**config.mk**
```make
export PLATFORM = sky130hd
export DESIGN_NAME = sprite_sheet_frame_animator_core
export DESIGN_NICKNAME = d
export VERILOG_FILES = /design/src/sv/ssfa_pkg.sv /design/src/sv/ssfa_sdiv.sv /design/src/sv/ssfa_anim.sv /design/src/sv/sprite_sheet_frame_animator_core.sv
export SDC_FILE = /design/constraint.sdc
export NUM_CORES = 1
export LEC_CHECK = 0
export BUFFER_PORTS_ARGS = -buffer_cell sky130_fd_sc_hd__buf_2
export CAP_MARGIN = 10
export CORE_ASPECT_RATIO = 1.5
export CORE_MARGIN = 2
export CORE_UTILIZATION = 61
export CTS_CLUSTER_SIZE = 8
export DETAILED_ROUTE_END_ITERATION = 12
export HOLD_SLACK_MARGIN = 0.06
export PLACE_DENSITY = 0.84
export SYNTH_ARGS = -nofsm -noshare
export SYNTH_HDL_FRONTEND = slang
export SYNTH_SLANG_ARGS = --single-unit
```
**constraint.sdc**
```tcl
create_clock -name clock -period 9.5 [get_ports clock]
set_input_delay 1.9 -clock clock [delete_from_list [all_inputs] [get_ports clock]]
set_output_delay 1.9 -clock clock [all_outputs]
set_load 0.02 [all_outputs]
```
**src/sv/ssfa_pkg.sv**
```systemverilog
// ----------------------------------------------------------------------------
// ssfa_pkg
// Shared widths, codes and control structs of the sprite sheet animator.
// ----------------------------------------------------------------------------
package ssfa_pkg;

   localparam int unsigned DIM_W       = 7;
   localparam int unsigned FRAME_W     = 12;
   localparam int unsigned COUNT_W     = 13;
   localparam int unsigned TIME_W      = 32;
   localparam int unsigned DELTA_W     = 20;
   localparam int unsigned UV_W        = 17;
   localparam int unsigned CSR_IDX_W   = 2;
   localparam int unsigned CSR_DATA_W  = 32;
   localparam int unsigned REQ_DATA_W  = 24;
   localparam int unsigned REQ_USER_W  = 2;
   localparam int unsigned RSP_DATA_W  = 88;
   localparam int unsigned FRAME_CAP   = 4096;

   localparam logic [DIM_W-1:0]  COLS_RESET   = 7'd1;
   localparam logic [DIM_W-1:0]  ROWS_RESET   = 7'd1;
   localparam logic [TIME_W-1:0] PERIOD_RESET = 32'd2184;
   localparam logic              LOOP_RESET   = 1'b1;

   typedef enum logic [1:0] {
      REQ_TICK    = 2'd0,
      REQ_PLAY    = 2'd1,
      REQ_STOP    = 2'd2,
      REQ_RESTART = 2'd3
   } req_kind_type;

   typedef enum logic [CSR_IDX_W-1:0] {
      CSR_COLS   = 2'd0,
      CSR_ROWS   = 2'd1,
      CSR_PERIOD = 2'd2,
      CSR_LOOP   = 2'd3
   } csr_index_type;

   typedef struct packed {
      logic [TIME_W-1:0]  period;
      logic               loop_en;
      logic [COUNT_W-1:0] frames;
   } anim_cfg_type;

   typedef struct packed {
      logic               done;
      logic [FRAME_W-1:0] frame;
      logic               playing;
      logic               advanced;
   } anim_status_type;

endpackage

```
**src/sv/ssfa_sdiv.sv**
```systemverilog
// ----------------------------------------------------------------------------
// ssfa_sdiv
// Bit-serial restoring divider: one quotient bit per cycle, MSB first.
// ----------------------------------------------------------------------------
module ssfa_sdiv #(
   parameter int unsigned NUM_W = 12,
   parameter int unsigned DEN_W = 7,
   parameter int unsigned Q_W   = 12
) (
   input  logic             clock,
   input  logic             reset,
   input  logic             start,
   input  logic [NUM_W-1:0] numer,
   input  logic [DEN_W-1:0] denom,
   output logic             done,
   output logic [Q_W-1:0]   quot,
   output logic [DEN_W-1:0] rem
);

   localparam int unsigned CNT_W = $clog2(NUM_W + 1);

   logic [NUM_W-1:0] num_ff, num_in;
   logic [DEN_W-1:0] den_ff, den_in;
   logic [DEN_W-1:0] rem_ff, rem_in;
   logic [Q_W-1:0]   quot_ff, quot_in;
   logic [CNT_W-1:0] cnt_ff, cnt_in;
   logic             busy_ff, busy_in;
   logic             done_ff, done_in;
   logic [DEN_W:0]   trial;
   logic [DEN_W:0]   diff;
   logic             ge;

   assign trial = {rem_ff, num_ff[NUM_W-1]};
   assign ge    = trial >= {1'b0, den_ff};
   assign diff  = trial - {1'b0, den_ff};

   always_comb begin
      num_in  = num_ff;
      den_in  = den_ff;
      rem_in  = rem_ff;
      quot_in = quot_ff;
      cnt_in  = cnt_ff;
      busy_in = busy_ff;
      done_in = 1'b0;
      if (start) begin
         num_in  = numer;
         den_in  = denom;
         rem_in  = '0;
         quot_in = '0;
         cnt_in  = CNT_W'(NUM_W);
         busy_in = 1'b1;
      end else if (busy_ff) begin
         // shift the next numerator bit into the partial remainder
         num_in  = {num_ff[NUM_W-2:0], 1'b0};
         rem_in  = ge ? diff[DEN_W-1:0] : trial[DEN_W-1:0];
         quot_in = {quot_ff[Q_W-2:0], ge};
         cnt_in  = cnt_ff - CNT_W'(1);
         if (cnt_ff == CNT_W'(1)) begin
            busy_in = 1'b0;
            done_in = 1'b1;
         end
      end
   end

   always_ff @(posedge clock) begin
      if (reset) begin
         busy_ff <= 1'b0;
         done_ff <= 1'b0;
         cnt_ff  <= '0;
      end else begin
         busy_ff <= busy_in;
         done_ff <= done_in;
         cnt_ff  <= cnt_in;
      end
      num_ff  <= num_in;
      den_ff  <= den_in;
      rem_ff  <= rem_in;
      quot_ff <= quot_in;
   end

   assign done = done_ff;
   assign quot = quot_ff;
   assign rem  = rem_ff;

endmodule

```
**src/sv/ssfa_anim.sv**
```systemverilog
// ----------------------------------------------------------------------------
// ssfa_anim
// Playback state: elapsed time accumulator, current frame and play flag.
// ----------------------------------------------------------------------------
module ssfa_anim (
   input  logic                             clock,
   input  logic                             reset,
   input  logic                             start,
   input  logic [1:0]                       req_kind,
   input  logic [ssfa_pkg::DELTA_W-1:0]     delta,
   input  ssfa_pkg::anim_cfg_type           cfg,
   output ssfa_pkg::anim_status_type        status
);

   import ssfa_pkg::*;

   typedef enum logic [1:0] {
      PH_IDLE  = 2'b01,
      PH_CHECK = 2'b10
   } phase_type;

   phase_type          phase_ff, phase_in;
   logic [TIME_W-1:0]  elapsed_ff, elapsed_in;
   logic [FRAME_W-1:0] frame_ff, frame_in;
   logic               play_ff, play_in;
   logic               adv_ff, adv_in;
   logic               done_ff, done_in;
   logic [TIME_W:0]    sum;
   logic [TIME_W-1:0]  sum_sat;
   logic [TIME_W:0]    diff;
   logic               reached;
   logic [COUNT_W-1:0] next_cnt;
   logic [COUNT_W-1:0] frames_m1;
   logic               wrap;
   logic [FRAME_W-1:0] next_frame;

   assign sum       = {1'b0, elapsed_ff} + {{(TIME_W + 1 - DELTA_W){1'b0}}, delta};
   assign sum_sat   = sum[TIME_W] ? '1 : sum[TIME_W-1:0];
   assign diff      = {1'b0, elapsed_ff} - {1'b0, cfg.period};
   assign reached   = !diff[TIME_W];
   assign next_cnt  = {1'b0, frame_ff} + COUNT_W'(1);
   assign frames_m1 = cfg.frames - COUNT_W'(1);
   assign wrap      = next_cnt >= cfg.frames;

   always_comb begin
      if (!wrap) begin
         next_frame = next_cnt[FRAME_W-1:0];
      end else if (cfg.loop_en) begin
         next_frame = '0;
      end else begin
         next_frame = frames_m1[FRAME_W-1:0];
      end
   end

   always_comb begin
      phase_in   = phase_ff;
      elapsed_in = elapsed_ff;
      frame_in   = frame_ff;
      play_in    = play_ff;
      adv_in     = adv_ff;
      done_in    = 1'b0;
      case (phase_ff)
         PH_IDLE: begin
            if (start) begin
               adv_in = 1'b0;
               case (req_kind_type'(req_kind))
                  REQ_TICK: begin
                     if (play_ff) begin
                        elapsed_in = sum_sat;
                        phase_in   = PH_CHECK;
                     end else begin
                        done_in = 1'b1;
                     end
                  end
                  REQ_PLAY: begin
                     play_in = 1'b1;
                     done_in = 1'b1;
                  end
                  REQ_STOP: begin
                     play_in = 1'b0;
                     done_in = 1'b1;
                  end
                  REQ_RESTART: begin
                     frame_in   = '0;
                     elapsed_in = '0;
                     adv_in     = frame_ff != '0;
                     done_in    = 1'b1;
                  end
                  default: begin
                     done_in = 1'b1;
                  end
               endcase
            end
         end
         PH_CHECK: begin
            // at most one frame step per tick
            if (reached) begin
               elapsed_in = diff[TIME_W-1:0];
               frame_in   = next_frame;
               adv_in     = next_frame != frame_ff;
               if (wrap && !cfg.loop_en) begin
                  play_in = 1'b0;
               end
            end
            phase_in = PH_IDLE;
            done_in  = 1'b1;
         end
         default: begin
            phase_in = PH_IDLE;
         end
      endcase
   end

   always_ff @(posedge clock) begin
      if (reset) begin
         phase_ff   <= PH_IDLE;
         elapsed_ff <= '0;
         frame_ff   <= '0;
         play_ff    <= 1'b0;
         adv_ff     <= 1'b0;
         done_ff    <= 1'b0;
      end else begin
         phase_ff   <= phase_in;
         elapsed_ff <= elapsed_in;
         frame_ff   <= frame_in;
         play_ff    <= play_in;
         adv_ff     <= adv_in;
         done_ff    <= done_in;
      end
   end

   assign status.done     = done_ff;
   assign status.frame    = frame_ff;
   assign status.playing  = play_ff;
   assign status.advanced = adv_ff;

endmodule

```
**src/sv/sprite_sheet_frame_animator_core.sv**
```systemverilog
// ----------------------------------------------------------------------------
// sprite_sheet_frame_animator_core
// Flipbook animator over a sprite sheet with per-item frame and UV rectangle.
// Flow: each accepted beat runs the playback update (with a check step for a
//   tick while playing), the 12-step frame divider, then the
//   (7 + UV_FRAC_BITS)-step bit-serial UV edge dividers, before the result is
//   loaded; no new beat is accepted until then, and a held result stalls it.
// Reset: synchronous; restores register defaults, clears frame, elapsed time
//   and playing; no clearing pass.
// ----------------------------------------------------------------------------
module sprite_sheet_frame_animator_core #(
   parameter int MAX_SHEET_DIM = 64,
   parameter int UV_FRAC_BITS  = 16
) (
   input  logic                                clock,
   input  logic                                reset,
   // delta_time[19:0], zero fill [23:20]
   input  logic [ssfa_pkg::REQ_DATA_W-1:0]     req_tdata,
   // req_type[1:0]
   input  logic [ssfa_pkg::REQ_USER_W-1:0]     req_tuser,
   input  logic                                req_tvalid,
   output logic                                req_tready,
   // frame_index[11:0], uv_min_u[28:12], uv_min_v[45:29], uv_max_u[62:46],
   // uv_max_v[79:63], is_playing[80], frame_advanced[81], zero fill [87:82]
   output logic [ssfa_pkg::RSP_DATA_W-1:0]     rsp_tdata,
   output logic                                rsp_tvalid,
   input  logic                                rsp_tready,
   input  logic                                csr_valid,
   output logic                                csr_ready,
   input  logic [ssfa_pkg::CSR_IDX_W-1:0]      csr_index,
   input  logic [ssfa_pkg::CSR_DATA_W-1:0]     csr_data
);

   import ssfa_pkg::*;

   localparam int unsigned EDGE_NUM_W = DIM_W + UV_FRAC_BITS;

   typedef enum logic [4:0] {
      ST_IDLE = 5'b00001,
      ST_UPD  = 5'b00010,
      ST_FDIV = 5'b00100,
      ST_EDIV = 5'b01000,
      ST_OUT  = 5'b10000
   } state_type;

   function automatic logic [DIM_W-1:0] eff_dim(input logic [DIM_W-1:0] v);
      if (v == '0) begin
         return DIM_W'(1);
      end
      if (int'(v) > MAX_SHEET_DIM) begin
         return DIM_W'(MAX_SHEET_DIM);
      end
      return v;
   endfunction

   state_type              state_ff, state_in;
   logic [DIM_W-1:0]       cols_ff, rows_ff;
   logic [TIME_W-1:0]      period_ff;
   logic                   loop_ff;
   logic                   rsp_valid_ff, rsp_valid_in;
   logic [RSP_DATA_W-1:0]  rsp_data_ff, rsp_data_in;

   logic [DIM_W-1:0]       cols_eff, rows_eff;
   logic [2*DIM_W-1:0]     frames_prod;
   logic [COUNT_W-1:0]     frames, frames_m1;
   anim_cfg_type           anim_cfg;
   anim_status_type        anim_st;
   logic                   req_acc;
   logic [FRAME_W-1:0]     shown;

   logic                   fdiv_start, fdiv_done;
   logic [FRAME_W-1:0]     fdiv_quot;
   logic [DIM_W-1:0]       fdiv_rem;
   logic [DIM_W-1:0]       row_cl, col_p1, row_p1;
   logic                   edge_start;
   logic                   umin_done, vmin_done, umax_done, vmax_done;
   logic [UV_W-1:0]        umin_q, vmin_q, umax_q, vmax_q;
   logic [DIM_W-1:0]       umin_r, vmin_r, umax_r, vmax_r;
   logic                   rsp_load;

   // configuration registers
   assign csr_ready = 1'b1;

   always_ff @(posedge clock) begin
      if (reset) begin
         cols_ff   <= COLS_RESET;
         rows_ff   <= ROWS_RESET;
         period_ff <= PERIOD_RESET;
         loop_ff   <= LOOP_RESET;
      end else if (csr_valid && csr_ready) begin
         case (csr_index_type'(csr_index))
            CSR_COLS:   cols_ff   <= csr_data[DIM_W-1:0];
            CSR_ROWS:   rows_ff   <= csr_data[DIM_W-1:0];
            CSR_PERIOD: period_ff <= csr_data[TIME_W-1:0];
            CSR_LOOP:   loop_ff   <= csr_data[0];
            default: begin
            end
         endcase
      end
   end

   assign cols_eff    = eff_dim(cols_ff);
   assign rows_eff    = eff_dim(rows_ff);
   assign frames_prod = (2*DIM_W)'(cols_eff) * (2*DIM_W)'(rows_eff);
   assign frames      = (frames_prod > (2*DIM_W)'(FRAME_CAP)) ? COUNT_W'(FRAME_CAP)
                                                               : frames_prod[COUNT_W-1:0];
   assign frames_m1   = frames - COUNT_W'(1);

   assign anim_cfg.period  = period_ff;
   assign anim_cfg.loop_en = loop_ff;
   assign anim_cfg.frames  = frames;

   assign req_tready = state_ff == ST_IDLE;
   assign req_acc    = req_tvalid && req_tready;

   ssfa_anim u_anim (
      .clock    (clock),
      .reset    (reset),
      .start    (req_acc),
      .req_kind (req_tuser),
      .delta    (req_tdata[DELTA_W-1:0]),
      .cfg      (anim_cfg),
      .status   (anim_st)
   );

   // a stale frame past the sheet end shows the last cell
   assign shown = ({1'b0, anim_st.frame} < frames) ? anim_st.frame
                                                    : frames_m1[FRAME_W-1:0];

   assign fdiv_start = (state_ff == ST_UPD) && anim_st.done;

   ssfa_sdiv #(
      .NUM_W (FRAME_W),
      .DEN_W (DIM_W),
      .Q_W   (FRAME_W)
   ) u_fdiv (
      .clock (clock),
      .reset (reset),
      .start (fdiv_start),
      .numer (shown),
      .denom (cols_eff),
      .done  (fdiv_done),
      .quot  (fdiv_quot),
      .rem   (fdiv_rem)
   );

   assign row_cl     = (fdiv_quot >= FRAME_W'(rows_eff)) ? rows_eff - DIM_W'(1)
                                                         : fdiv_quot[DIM_W-1:0];
   assign col_p1     = fdiv_rem + DIM_W'(1);
   assign row_p1     = row_cl + DIM_W'(1);
   assign edge_start = (state_ff == ST_FDIV) && fdiv_done;

   ssfa_sdiv #(
      .NUM_W (EDGE_NUM_W),
      .DEN_W (DIM_W),
      .Q_W   (UV_W)
   ) u_umin (
      .clock (clock),
      .reset (reset),
      .start (edge_start),
      .numer ({fdiv_rem, {UV_FRAC_BITS{1'b0}}}),
      .denom (cols_eff),
      .done  (umin_done),
      .quot  (umin_q),
      .rem   (umin_r)
   );

   ssfa_sdiv #(
      .NUM_W (EDGE_NUM_W),
      .DEN_W (DIM_W),
      .Q_W   (UV_W)
   ) u_vmin (
      .clock (clock),
      .reset (reset),
      .start (edge_start),
      .numer ({row_cl, {UV_FRAC_BITS{1'b0}}}),
      .denom (rows_eff),
      .done  (vmin_done),
      .quot  (vmin_q),
      .rem   (vmin_r)
   );

   ssfa_sdiv #(
      .NUM_W (EDGE_NUM_W),
      .DEN_W (DIM_W),
      .Q_W   (UV_W)
   ) u_umax (
      .clock (clock),
      .reset (reset),
      .start (edge_start),
      .numer ({col_p1, {UV_FRAC_BITS{1'b0}}}),
      .denom (cols_eff),
      .done  (umax_done),
      .quot  (umax_q),
      .rem   (umax_r)
   );

   ssfa_sdiv #(
      .NUM_W (EDGE_NUM_W),
      .DEN_W (DIM_W),
      .Q_W   (UV_W)
   ) u_vmax (
      .clock (clock),
      .reset (reset),
      .start (edge_start),
      .numer ({row_p1, {UV_FRAC_BITS{1'b0}}}),
      .denom (rows_eff),
      .done  (vmax_done),
      .quot  (vmax_q),
      .rem   (vmax_r)
   );

   assign rsp_load = (state_ff == ST_OUT) && (!rsp_valid_ff || rsp_tready);

   always_comb begin
      state_in = state_ff;
      case (state_ff)
         ST_IDLE: if (req_acc) state_in = ST_UPD;
         ST_UPD:  if (anim_st.done) state_in = ST_FDIV;
         ST_FDIV: if (fdiv_done) state_in = ST_EDIV;
         ST_EDIV: begin
            if (umin_done && vmin_done && umax_done && vmax_done) begin
               state_in = ST_OUT;
            end
         end
         ST_OUT:  if (rsp_load) state_in = ST_IDLE;
         default: state_in = ST_IDLE;
      endcase
   end

   // result register, holds a beat while the next item runs
   always_comb begin
      rsp_valid_in = rsp_valid_ff;
      rsp_data_in  = rsp_data_ff;
      if (rsp_load) begin
         rsp_valid_in = 1'b1;
         rsp_data_in  = {6'b0, anim_st.advanced, anim_st.playing,
                         vmax_q, umax_q, vmin_q, umin_q, anim_st.frame};
      end else if (rsp_tready) begin
         rsp_valid_in = 1'b0;
      end
   end

   always_ff @(posedge clock) begin
      if (reset) begin
         state_ff     <= ST_IDLE;
         rsp_valid_ff <= 1'b0;
      end else begin
         state_ff     <= state_in;
         rsp_valid_ff <= rsp_valid_in;
      end
      rsp_data_ff <= rsp_data_in;
   end

   assign rsp_tvalid = rsp_valid_ff;
   assign rsp_tdata  = rsp_data_ff;

`ifndef SYNTH
   logic unused_rem;
   assign unused_rem = ^{umin_r, vmin_r, umax_r, vmax_r};

   a_anim_done_in_upd: assert property (@(posedge clock) disable iff (reset)
      anim_st.done |-> state_ff == ST_UPD)
      else $error("playback update finished outside its state");

   a_fdiv_done_in_fdiv: assert property (@(posedge clock) disable iff (reset)
      fdiv_done |-> state_ff == ST_FDIV)
      else $error("frame divider finished outside its state");

   a_edges_lockstep: assert property (@(posedge clock) disable iff (reset)
      umin_done |-> (vmin_done && umax_done && vmax_done))
      else $error("uv edge dividers out of step");

   a_accept_starts_update: assert property (@(posedge clock) disable iff (reset)
      req_acc |=> state_ff == ST_UPD)
      else $error("accepted beat did not start an update");
`endif

endmodule
```
==> flow_metrics.py <==
metrics = {
    "critical_path": {
        "slowest_stage": "a31oi_1",
        "rr_worst_depth": 31,
        "cp_max_fo": 14,
        "worst-setup-path-type": "reg -> reg",
        "reg2reg_to": "u_fdiv.num_ff[5]",
        "cp-start-kind": "flip-flop",
        "cpPeakStageDelay_ns": 0.63,
        "worstPathRequired_ns": 9.79,
        "worstReg2RegStart": "rows_ff[6]",
        "critPathCaptureType": "flip-flop",
        "critPathTopFamily": "adder cells",
        "reg2reg_setup_slack_ns": 0.51,
        "critical_path_arrival_ns": 9.28,
        "crit_top_cell": "inv_1",
        "cp_num_buf_inv": 6,
    },
    "worst_hold_path": {
        "min_to": "rsp_tdata[45]",
        "hold-path-cell-count": 0,
        "min-delay-path-class": "reg -> reg",
        "hp-start": "u_vmin.quot[16]",
    },
    "final_layout": {
        "utilization_pct": 68.46,
        "layout.nets": 2876,
        "multi_input_area_um2": 12680,
        "final_common_cell": "nor2_1",
        "drive_above_1_share_pct": 10.40,
        "seq_area_um2": 9320,
        "stdcell_count": 3134,
        "layout_common_cells": "nor2_1 (297), dfxtp_1 (250), nand2_1 (239)",
        "syn2layout_area_growth_pct": 11.36,
        "fill_cells": 2906,
    },
    "placed_design": {
        "io_buffers": 144,
        "gp_congestion": 0.9634,
        "numPlacedInstances": 3040,
        "place_hpwl_um": 38110,
    },
    "outcome": {
        "status": "finished, final reports clean",
    },
    "sta": {
        "clock.fmax_mhz": 111.3,
        "period_minus_slack_ns": 8.986,
        "tns_ns": 0,
        "relSlewSlack_pct": 17.73,
        "post-route-period-util_pct": 94.59,
        "hold_viol": 0,
        "grt_setup_unrepaired": "false",
        "slew_viol_final": 0,
        "tightest_slew_ns": 1.229,
        "finalSetupViolCount": 0,
        "skew_ns": 0.04649,
    },
    "clock_tree": {
        "path_clk_slew_ns": 0.05,
        "cts_tree": "yes",
        "cts-root-buf": "clkbuf_16",
        "cts_resized": 0,
        "cts_sinks": 394,
        "cts_made_buffers": 55,
        "clk_path_buf_depth": 3,
        "h-tree-depth": 2,
        "clk_latency_ns": 0.61,
        "cts_setup_buffers": 0,
        "cts_hold_buf": 0,
    },
    "route": {
        "via_count": 18830,
        "ant_nets": 0,
        "drc": 0,
        "avgViaCountPerCell": 6.007,
        "routedWlPerCell_um": 17.35,
        "drt-initial-drc-count": 1202,
        "drt-total-wl_um": 54380,
        "first_pass_iters": 5,
    },
    "synthesis": {
        "synth_compound_area_share_pct": 16.23,
        "ys_seq_elements": 394,
        "synth_cells": 2511,
        "synth_area_per_cell_um2": 9.168,
        "synth_edf_count": 143,
        "synth-simple-area-share_pct": 16.74,
        "synth_xor_area_share_pct": 3.837,
        "synth-seq-area-share_pct": 40.48,
        "yosysUniqueCellTypes": 89,
        "synth_adder_area_share_pct": 12.04,
        "syn_area_um2": 23020,
        "ys_async_sr_fraction_pct": 0,
        "yosysWarnings": 0,
        "synth_mux_area_share_pct": 5.968,
        "synth_flop_cell": "dfxtp_1",
        "synth_top_family_by_area": "simple AND/OR/NAND/NOR gates",
    },
    "floorplanning": {
        "start_util_pct": 61.48,
        "row_count": 87,
        "io-pin-count": 156,
        "dieArea_um2": 39340,
        "core_um2": 37450,
        "die_h_um": 241.9,
        "die_w_um": 162.6,
    },
    "global_route": {
        "grt_overflow": 0,
        "grt_pass1_vias": 18930,
        "track_usage_pct": 27.37,
        "antenna_found_initial": 5,
        "grt_max_degree": 94,
        "grt_pass1_wl_um": 89550,
    },
    "power": {
        "p_clk_share_pct": 39.5,
        "switching_share_pct": 28.98,
        "p_per_area_nw_per_um2": 179.2,
        "seqPwrFrac_pct": 41.0,
        "ir_drop_uv": 153.4,
        "switchingPower_mw": 1.331,
        "p_leak_nw": 11.00,
        "power.internal_mw": 3.262,
        "pwr-share-comb_pct": 19.5,
    },
    "run": {
        "maxCapViolations": 0,
    },
}
-- area by class of cell --
| cell class | instances | share of cell area [%] |
|---|---|---|
| repair buffers | 161 | 3.319 |
| multi-input cells | 1846 | 49.47 |
| flip-flops and latches | 394 | 36.36 |
| inverters | 150 | 2.216 |
| diodes | 2 | 0.01952 |
| well taps | 489 | 2.387 |
| clock buffers | 88 | 5.852 |
| clock inverters | 4 | 0.3807 |
-- how the worst max path moves through the flow --
stage               cells after the start       start               end
finish                                 31  rows_ff[6]  u_fdiv.num_ff[5]
global route                           30  rows_ff[6]     u_anim.adv_ff
CTS                                    31  rows_ff[6]  u_fdiv.num_ff[6]
detailed placement                     31  rows_ff[6]  u_fdiv.num_ff[5]
global placement                       31  rows_ff[6]  u_fdiv.num_ff[6]
floorplan                              34  rows_ff[6]     u_anim.adv_ff
-- through the flow --
step	hold WS, ns	worst slack, ns	total power, mW	cell area (um2)
after global placement	0.4150	0.8803	2.743	24030
after CTS	0.4389	0.6541	4.599	25630
final	0.4363	0.5137	4.593	25640
after detailed placement	0.4166	0.7397	2.787	24030
after global routing	0.4647	0.05921	4.793	25630
after floorplan	0.4076	2.045	2.587	23040
-- power by group through the flow --
stage / sequential [mW] / clock, mW / combinational (mW)
CTS: 1.88 / 1.83 / 0.883
finish: 1.88 / 1.81 / 0.897
floorplan: 1.89 / 0 / 0.698
detailed placement: 1.91 / 0 / 0.873
global route: 1.89 / 1.91 / 0.992
global placement: 1.91 / 0 / 0.832
-- registers in the layout, indices dropped and copies added (netlist names), 12 cells and up --
register	count
u_anim.elapsed_ff	32
u_vmax.quot	17
u_anim.frame_ff	12
u_vmin.quot	17
rsp_tdata	82
u_fdiv.quot	12
u_umin.quot	17
u_fdiv.num_ff	12
period_ff	32
u_umax.quot	17
-- kinds of logic (layout without fill, tap and decap cells) --
family | Yosys count | in the layout
AO/OA/AOI/OAI | 570 | 570
XOR/XNOR | 100 | 100
adder cells (fa/ha/maj) | 203 | 203
buffers and inverters | 276 | 403
flip-flops | 394 | 394
multiplexers | 135 | 135
other | 2 | 9
AND/OR/NAND/NOR | 831 | 831
-- cells in the mapped netlist, types with 19 or more instances --
| master | count | area (um2) |
|---|---|---|
| nor2_1 | 298 | 1119 |
| dfxtp_1 | 251 | 5025 |
| nand2_1 | 240 | 900.9 |
| a21oi_1 | 185 | 925.9 |
| ha_1 | 172 | 2152 |
| inv_1 | 149 | 559.3 |
| edfxtp_1 | 143 | 4294 |
| mux2i_1 | 126 | 1261 |
| o21ai_0 | 105 | 525.5 |
| clkbuf_1 | 98 | 367.9 |
| xnor2_1 | 64 | 560.5 |
| a21o_1 | 54 | 405.4 |
| nand2b_1 | 52 | 325.3 |
| a211oi_1 | 48 | 360.4 |
| nand3_1 | 46 | 230.2 |
| nor3_1 | 41 | 205.2 |
| xor2_1 | 35 | 306.5 |
| nor2b_1 | 32 | 200.2 |
| fa_1 | 31 | 620.6 |
| nand4_1 | 19 | 118.9 |
-- per-layer routing --
layer	vias up	wire length (um)	global-route usage (%)
li1	9074	-	-
met1	8937	21040	30.93
met2	618	27730	49.61
met3	192	2883	3.972
met4	6	2696	14.03
met5	-	26	0
-- worst register-to-register path, delay by kind of cell (launching register included) --
family | cells | cell delay (ns)
simple gates | 6 | 1.47
compound gates | 11 | 2.44
buf+inv | 6 | 1.08
fa+ha+maj | 6 | 2.80
flops | 1 | 0.41
mux | 2 | 0.49
No activity file was read; power rests on OpenSTA's default activity.
